<file path="src/hdl/sdls_pkg.sv">
// Shared types, codes and helpers of the lattice search block.
// No dependencies.
package sdls_pkg;

    localparam logic [2:0] CMD_LOAD_TRI   = 3'd0;
    localparam logic [2:0] CMD_LOAD_TGT   = 3'd1;
    localparam logic [2:0] CMD_LOAD_DIAG  = 3'd2;
    localparam logic [2:0] CMD_LOAD_RECIP = 3'd3;
    localparam logic [2:0] CMD_START      = 3'd4;

    localparam int SUM_W      = 52;
    localparam int COORD_W    = 18;
    localparam int VISIT_W    = 17;
    localparam int RESULT_CAP = 8;
    localparam logic [VISIT_W-1:0] SEARCH_BUDGET = 17'd65536;
    localparam logic [3:0] DIM_RESET = 4'd8;

    typedef enum logic [3:0] {
        OP_NONE,
        OP_START,
        OP_MAC_CLR,
        OP_MUL_R,
        OP_ACC,
        OP_DIFF,
        OP_CMUL,
        OP_CEN,
        OP_RND,
        OP_PD_CLR,
        OP_PD_MUL,
        OP_PD_SQ,
        OP_PD_ACC,
        OP_BEST,
        OP_ADV
    } dp_op_t;

    typedef struct packed {
        logic   load;
        dp_op_t op;
    } dp_cmd_t;

    typedef struct packed {
        logic               z_in_range;
        logic               v_ovf;
        logic               acc_ovf;
        logic               over_radius;
        logic signed [15:0] best_coord;
    } dp_stat_t;

    function automatic logic [31:0] mag32(logic signed [31:0] x);
        return x[31] ? 32'(-x) : 32'(x);
    endfunction

endpackage

</file>
<file path="src/hdl/sdls_ctrl.sv">
// Controller of the lattice search: sequencing state machine, level and
// element counters, dimension register and result register. Uses sdls_pkg.
module sdls_ctrl #(
    parameter int MAX_DIM = 8,
    localparam int IDX_W = (MAX_DIM > 1) ? $clog2(MAX_DIM) : 1,
    localparam int CNT_W = IDX_W + 1
) (
    input  logic               clk,
    input  logic               rst_n,
    input  logic               s_valid,
    output logic               s_ready,
    input  logic [2:0]         in_command,
    input  logic               dimension_we,
    input  logic [3:0]         dimension_wdata,
    output logic               m_valid,
    input  logic               m_ready,
    output logic [2:0]         m_index,
    output logic [15:0]        m_coord,
    output logic               m_last,
    output sdls_pkg::dp_cmd_t  cmd,
    output logic [IDX_W-1:0]   lvl,
    output logic [IDX_W-1:0]   elem,
    output logic [IDX_W-1:0]   sel,
    input  sdls_pkg::dp_stat_t stat
);

    localparam int CAP = (MAX_DIM < sdls_pkg::RESULT_CAP) ? MAX_DIM : sdls_pkg::RESULT_CAP;

    localparam logic [3:0] S_IDLE    = 4'd0;
    localparam logic [3:0] S_LS_INIT = 4'd1;
    localparam logic [3:0] S_LS_RD   = 4'd2;
    localparam logic [3:0] S_LS_MUL  = 4'd3;
    localparam logic [3:0] S_LS_ACC  = 4'd4;
    localparam logic [3:0] S_LS_DIFF = 4'd5;
    localparam logic [3:0] S_LS_CMUL = 4'd6;
    localparam logic [3:0] S_LS_CEN  = 4'd7;
    localparam logic [3:0] S_LS_RND  = 4'd8;
    localparam logic [3:0] S_EVAL    = 4'd9;
    localparam logic [3:0] S_PD_MUL  = 4'd10;
    localparam logic [3:0] S_PD_SQ   = 4'd11;
    localparam logic [3:0] S_PD_ACC  = 4'd12;
    localparam logic [3:0] S_DECIDE  = 4'd13;
    localparam logic [3:0] S_ADV     = 4'd14;
    localparam logic [3:0] S_OUT     = 4'd15;

    logic [3:0]                   state_reg, state_next;
    logic [IDX_W-1:0]             k_reg, k_next;
    logic [CNT_W-1:0]             i_reg, i_next;
    logic [CNT_W-1:0]             j_reg, j_next;
    logic [CNT_W-1:0]             n_reg, n_next;
    logic [sdls_pkg::VISIT_W-1:0] visits_reg, visits_next;
    logic [3:0]                   dim_reg;
    logic                         valid_reg, valid_next;
    logic [2:0]                   index_reg, index_next;
    logic [15:0]                  coord_reg, coord_next;
    logic                         last_reg, last_next;

    logic [CNT_W-1:0] n_act;
    logic [CNT_W-1:0] k_up;
    logic [CNT_W-1:0] i_up;
    logic             top_lvl;
    logic             prune;

    assign s_ready = (state_reg == S_IDLE);
    assign m_valid = valid_reg;
    assign m_index = index_reg;
    assign m_coord = coord_reg;
    assign m_last  = last_reg;
    assign lvl     = k_reg;
    assign elem    = i_reg[IDX_W-1:0];
    assign sel     = j_reg[IDX_W-1:0];

    always_comb
    begin
        if (dim_reg == 4'd0)
            n_act = CNT_W'(1);
        else if (32'(dim_reg) > CAP)
            n_act = CNT_W'(CAP);
        else
            n_act = CNT_W'(dim_reg);

        k_up    = {1'b0, k_reg} + CNT_W'(1);
        i_up    = i_reg + CNT_W'(1);
        top_lvl = ({1'b0, k_reg} == n_reg - CNT_W'(1));
        prune   = 1'b0;

        state_next  = state_reg;
        k_next      = k_reg;
        i_next      = i_reg;
        j_next      = j_reg;
        n_next      = n_reg;
        visits_next = visits_reg;
        cmd.load    = 1'b0;
        cmd.op      = sdls_pkg::OP_NONE;

        valid_next = valid_reg && !m_ready;
        index_next = index_reg;
        coord_next = coord_reg;
        last_next  = last_reg;

        case (state_reg)
            S_IDLE:
            begin
                if (s_valid)
                begin
                    cmd.load = 1'b1;
                    if (in_command == sdls_pkg::CMD_START)
                    begin
                        cmd.op      = sdls_pkg::OP_START;
                        n_next      = n_act;
                        k_next      = IDX_W'(n_act - CNT_W'(1));
                        visits_next = '0;
                        state_next  = S_LS_INIT;
                    end
                end
            end
            S_LS_INIT:
            begin
                cmd.op = sdls_pkg::OP_MAC_CLR;
                i_next = k_up;
                state_next = (k_up < n_reg) ? S_LS_RD : S_LS_DIFF;
            end
            S_LS_RD:   state_next = S_LS_MUL;
            S_LS_MUL:
            begin
                cmd.op     = sdls_pkg::OP_MUL_R;
                state_next = S_LS_ACC;
            end
            S_LS_ACC:
            begin
                cmd.op     = sdls_pkg::OP_ACC;
                i_next     = i_up;
                state_next = (i_up < n_reg) ? S_LS_RD : S_LS_DIFF;
            end
            S_LS_DIFF:
            begin
                cmd.op     = sdls_pkg::OP_DIFF;
                state_next = S_LS_CMUL;
            end
            S_LS_CMUL:
            begin
                cmd.op     = sdls_pkg::OP_CMUL;
                state_next = S_LS_CEN;
            end
            S_LS_CEN:
            begin
                cmd.op     = sdls_pkg::OP_CEN;
                state_next = S_LS_RND;
            end
            S_LS_RND:
            begin
                cmd.op     = sdls_pkg::OP_RND;
                state_next = S_EVAL;
            end
            S_EVAL:
            begin
                if (visits_reg >= sdls_pkg::SEARCH_BUDGET)
                begin
                    j_next     = '0;
                    state_next = S_OUT;
                end
                else
                begin
                    visits_next = visits_reg + sdls_pkg::VISIT_W'(1);
                    cmd.op      = sdls_pkg::OP_PD_CLR;
                    i_next      = {1'b0, k_reg};
                    if (!stat.z_in_range)
                        prune = 1'b1;
                    else
                        state_next = S_PD_MUL;
                end
            end
            S_PD_MUL:
            begin
                cmd.op     = sdls_pkg::OP_PD_MUL;
                state_next = S_PD_SQ;
            end
            S_PD_SQ:
            begin
                if (stat.v_ovf)
                    prune = 1'b1;
                else
                begin
                    cmd.op     = sdls_pkg::OP_PD_SQ;
                    state_next = S_PD_ACC;
                end
            end
            S_PD_ACC:
            begin
                if (stat.acc_ovf)
                    prune = 1'b1;
                else
                begin
                    cmd.op     = sdls_pkg::OP_PD_ACC;
                    i_next     = i_up;
                    state_next = (i_up < n_reg) ? S_PD_MUL : S_DECIDE;
                end
            end
            S_DECIDE:
            begin
                if (stat.over_radius)
                    prune = 1'b1;
                else if (k_reg != '0)
                begin
                    k_next     = k_reg - IDX_W'(1);
                    state_next = S_LS_INIT;
                end
                else
                begin
                    // new best point: record it, then climb as for a prune
                    cmd.op = sdls_pkg::OP_BEST;
                    prune  = 1'b1;
                end
            end
            S_ADV:
            begin
                cmd.op     = sdls_pkg::OP_ADV;
                state_next = S_EVAL;
            end
            S_OUT:
            begin
                if (!valid_reg || m_ready)
                begin
                    valid_next = 1'b1;
                    index_next = 3'(j_reg);
                    coord_next = stat.best_coord;
                    last_next  = (j_reg == n_reg - CNT_W'(1));
                    j_next     = j_reg + CNT_W'(1);
                    if (j_reg == n_reg - CNT_W'(1))
                        state_next = S_IDLE;
                end
            end
            default: state_next = S_IDLE;
        endcase

        // climb one level and step to the next zigzag candidate, or end the search at the top level
        if (prune)
        begin
            if (top_lvl)
            begin
                j_next     = '0;
                state_next = S_OUT;
            end
            else
            begin
                k_next     = k_up[IDX_W-1:0];
                state_next = S_ADV;
            end
        end
    end

    always_ff @(posedge clk or negedge rst_n)
    begin
        if (!rst_n)
        begin
            state_reg  <= S_IDLE;
            k_reg      <= '0;
            i_reg      <= '0;
            j_reg      <= '0;
            n_reg      <= '0;
            visits_reg <= '0;
            dim_reg    <= sdls_pkg::DIM_RESET;
            valid_reg  <= 1'b0;
        end
        else
        begin
            state_reg  <= state_next;
            k_reg      <= k_next;
            i_reg      <= i_next;
            j_reg      <= j_next;
            n_reg      <= n_next;
            visits_reg <= visits_next;
            valid_reg  <= valid_next;
            if (dimension_we)
                dim_reg <= dimension_wdata;
        end
    end

    always_ff @(posedge clk)
    begin
        index_reg <= index_next;
        coord_reg <= coord_next;
        last_reg  <= last_next;
    end

endmodule

</file>
<file path="config.mk">
export PLATFORM = sky130hd
export DESIGN_NAME = sdls_ctrl
export DESIGN_NICKNAME = d
export VERILOG_FILES = /design/src/hdl/sdls_pkg.sv /design/src/hdl/sdls_ctrl.sv
export SDC_FILE = /design/constraint.sdc
export NUM_CORES = 1
export LEC_CHECK = 0
export BUFFER_PORTS_ARGS = -buffer_cell sky130_fd_sc_hd__clkbuf_2
export CAP_MARGIN = 30
export CORE_UTILIZATION = 45
export CTS_CLUSTER_SIZE = 16
export DETAILED_ROUTE_END_ITERATION = 6
export HOLD_SLACK_MARGIN = 0.06
export PLACE_DENSITY = 0.67
export SETUP_SLACK_MARGIN = 0.1
export SLEW_MARGIN = 20
export SYNTH_ARGS = -nofsm -noshare
export SYNTH_HDL_FRONTEND = slang
export SYNTH_SLANG_ARGS = --single-unit
</file>
<file path="constraint.sdc">
create_clock -name clk -period 8.19 [get_ports clk]
set_input_delay 0.819 -clock clk [delete_from_list [all_inputs] [get_ports clk]]
set_output_delay 0.819 -clock clk [all_outputs]
set_load 0.02 [all_outputs]
</file>
==> results.yml <==
grt:
  grt_max_degree: 23
  grt_usage_pct: 19.5
  grt_pass1_vias: 2438
  antenna_found_initial: 0
  gr-total-overflow: 0
  grt_pass1_wl_um: 11700
clock_tree:
  clock_sinks: 61
  numCtsBuffers: 9
  cts_hold_buf: 0
  cts_tree: "yes"
  clkSlewWorstSetupHoldPaths_ns: 0.07
  post_cts_buffers: 0
  cts_max_path_buffers: 2
  worstSkewPairLatency_ns: 0.33
  cts_resized: 0
  clockRootBuffer: "clkbuf_8"
  cts_max_level: 3
sta:
  hold_viol_final: 0
  drv_slew: 0
  rsz0062_at_grt: "false"
  relSlewSlack_pct: 49.3
  setup_tns_ns: 0
  worst_pin_slew_ns: 0.759
  final.min_clock_period_ns: 3.20
  finalSetupViolCount: 0
  skew_ns: 0.00750
  worst_slack_ns: 4.99
  fmax_mhz: 312
  fin_crit_sh_pct: 39.1
floorplan:
  die_h_um: 89.6
  start_util_pct: 47.1
  boundaryPins: 68
  dieArea_um2: 8030
  core_area_um2: 7330
  rows: 31
  die_w_um: 89.6
power:
  switchingPower_mw: 0.581
  powerDensity_nw_per_um2: 346
  power_frac_clock_pct: 21.3
  cellInternalPower_mw: 0.828
  switching_share_pct: 41.2
  power_mw: 1.41
  power_frac_comb_pct: 42.6
  p_seq_share_pct: 36.1
  leakage_nw: 1.81
  peakVddDrop_mv: 0.241
worst_setup_path:
  cp-start-kind: "flip-flop"
  end_kind: "output pin"
  critPathBufInv: 1
  cp_max_fo: 20
  crit_required_ns: 7.37
  critPathTopFamily: "simple AND/OR/NAND/NOR gates"
  cpPeakStageDelay_ns: 0.76
  critPathSlowestCell: "or4_1"
  crit_chain: "or4_1, o22ai_4, nor2_1, nand2_1, clkbuf_2"
  cp_data_arrival_time_ns: 2.38
  worstSetupPathType: "reg -> out"
logic_synthesis:
  synth_edf_count: 20
  yosys_warnings: 0
  synth-main-ff-cell: "dfrtp_1"
  ys_seq_area_share_pct: 47.1
  async_flop_share_pct: 67.2
  netlist_instances: 340
  synth-seq-cells: 61
  syn_avg_cell_area_um2: 10.2
  synth_area_um2: 3450
  synth_cell_types: 63
  syn_nets: 388
placed_design:
  routabilityCongestion: 0.862
  dp_slack_ns: 5.36
  port_buffers: 67
  dpl.hpwl_um: 5340
worst_hold_path:
  hold_path.class: "in -> async"
layout:
  syn2layout_area_growth_pct: 17.9
  drive_above_1_share_pct: 25.4
  nNetsFinal: 449
  layout_commonest_cell: "clkbuf_2"
  largest_reg_flops: 17
  final_cell_mix: "clkbuf_2, dfrtp_1, nor2_1"
  antennaDiodeCount: 0
outcome:
  status: "completed"
job:
  max_cap_violations: 0
routing:
  post_drt_wl_per_cell_um: 14.3
  first_pass_iters: 4
  ant_nets: 0
  route.vias.total: 2679
  viasPerCell: 5.30
  drc: 0
  wl_um: 7230
  drt_iter0_drc: 96
## power groups by stage
stage          registers [mW]  clock network, mW  logic (mW)
5_1_grt                 0.525              0.320       0.675
3_5_place_dp            0.515                  0       0.597
2_1_floorplan           0.474                  0       0.500
6_report                0.510              0.300       0.600
3_3_place_gp            0.511                  0       0.582
4_1_cts                 0.509              0.307       0.603
## final cells by class
type / instances / area (µm²)
fillers: 679 / 3260
multi-input cells: 244 / 1660
flip-flops and latches: 61 / 1630
repair buffers: 69 / 374
clock buffers: 10 / 138
well taps: 99 / 124
clock inverters: 6 / 85.1
inverters: 16 / 60.1
## cells by family (layout without fill, tap and decap cells)
logic type,count (synthesis),count (layout),synth area share (%)
flops,61,61,47.1
mux,11,11,3.51
fa+ha+maj,16,16,5.80
buf+inv,35,101,4.78
simple gates,130,130,20.0
xor+xnor,26,26,6.59
compound gates,61,61,12.2
## synthesized netlist by cell type, drive strengths merged, types with 9 or more instances
master / instances / area (µm²)
dfrtp: 40 / 1000
nor2: 34 / 130
nand2: 28 / 105
edfxtp: 20 / 601
xor2: 19 / 166
ha: 16 / 200
inv: 16 / 60.1
o21ai: 15 / 75.1
a21oi: 14 / 70.1
nand4: 14 / 87.6
buf: 10 / 71.3
clkbuf: 9 / 33.8
mux2: 9 / 101
## metrics by stage
stage	instance area, µm²	util (%)	hold slack (ns)	cells
2_1_floorplan	3450	-	0.481	340
3_3_place_gp	3810	52.0	0.501	487
3_5_place_dp	3850	52.5	0.505	489
4_1_cts	4070	55.5	0.488	505
5_1_grt	4070	55.5	0.510	505
6_report	4070	55.5	0.477	505
## worst reg2reg max path: stages, from the launching register on
cell       delay [ns]
dfrtp_1          0.58
or4_1            0.76
nor2_2           0.67
and2_1           0.25
a2111oi_0        0.07
a21oi_1          0.15
## per-layer routing
metal	track usage (%)	share of wire, %
met1	27.5	49
met2	29.7	44
met3	4.20	6.6
met4	6.93	0.79
met5	0	0
## worst paths after layout
kind | startpoint | endpoint | slack (ns) | depth (start not counted)
worst min register to register | dim_reg[0]$_DFFE_PN0P_ | dim_reg[0]$_DFFE_PN0P_ | 0.51 | 1
max in group asynchronous | rst_n | dim_reg[3]$_DFFE_PN1P_ | 7.11 | 2
worst min-delay path | rst_n | state_reg[3]$_DFFE_PN0P_ | 0.48 | 1
worst max-delay path | state_reg[1]$_DFFE_PN0P_ | cmd[0] | 4.99 | 5
worst max register to register | state_reg[1]$_DFFE_PN0P_ | lvl[0]$_DFF_PN0_ | 5.64 | 5
min in group clk | dim_reg[0]$_DFFE_PN0P_ | dim_reg[0]$_DFFE_PN0P_ | 0.51 | 1
Power figures use the tool's default switching activity.
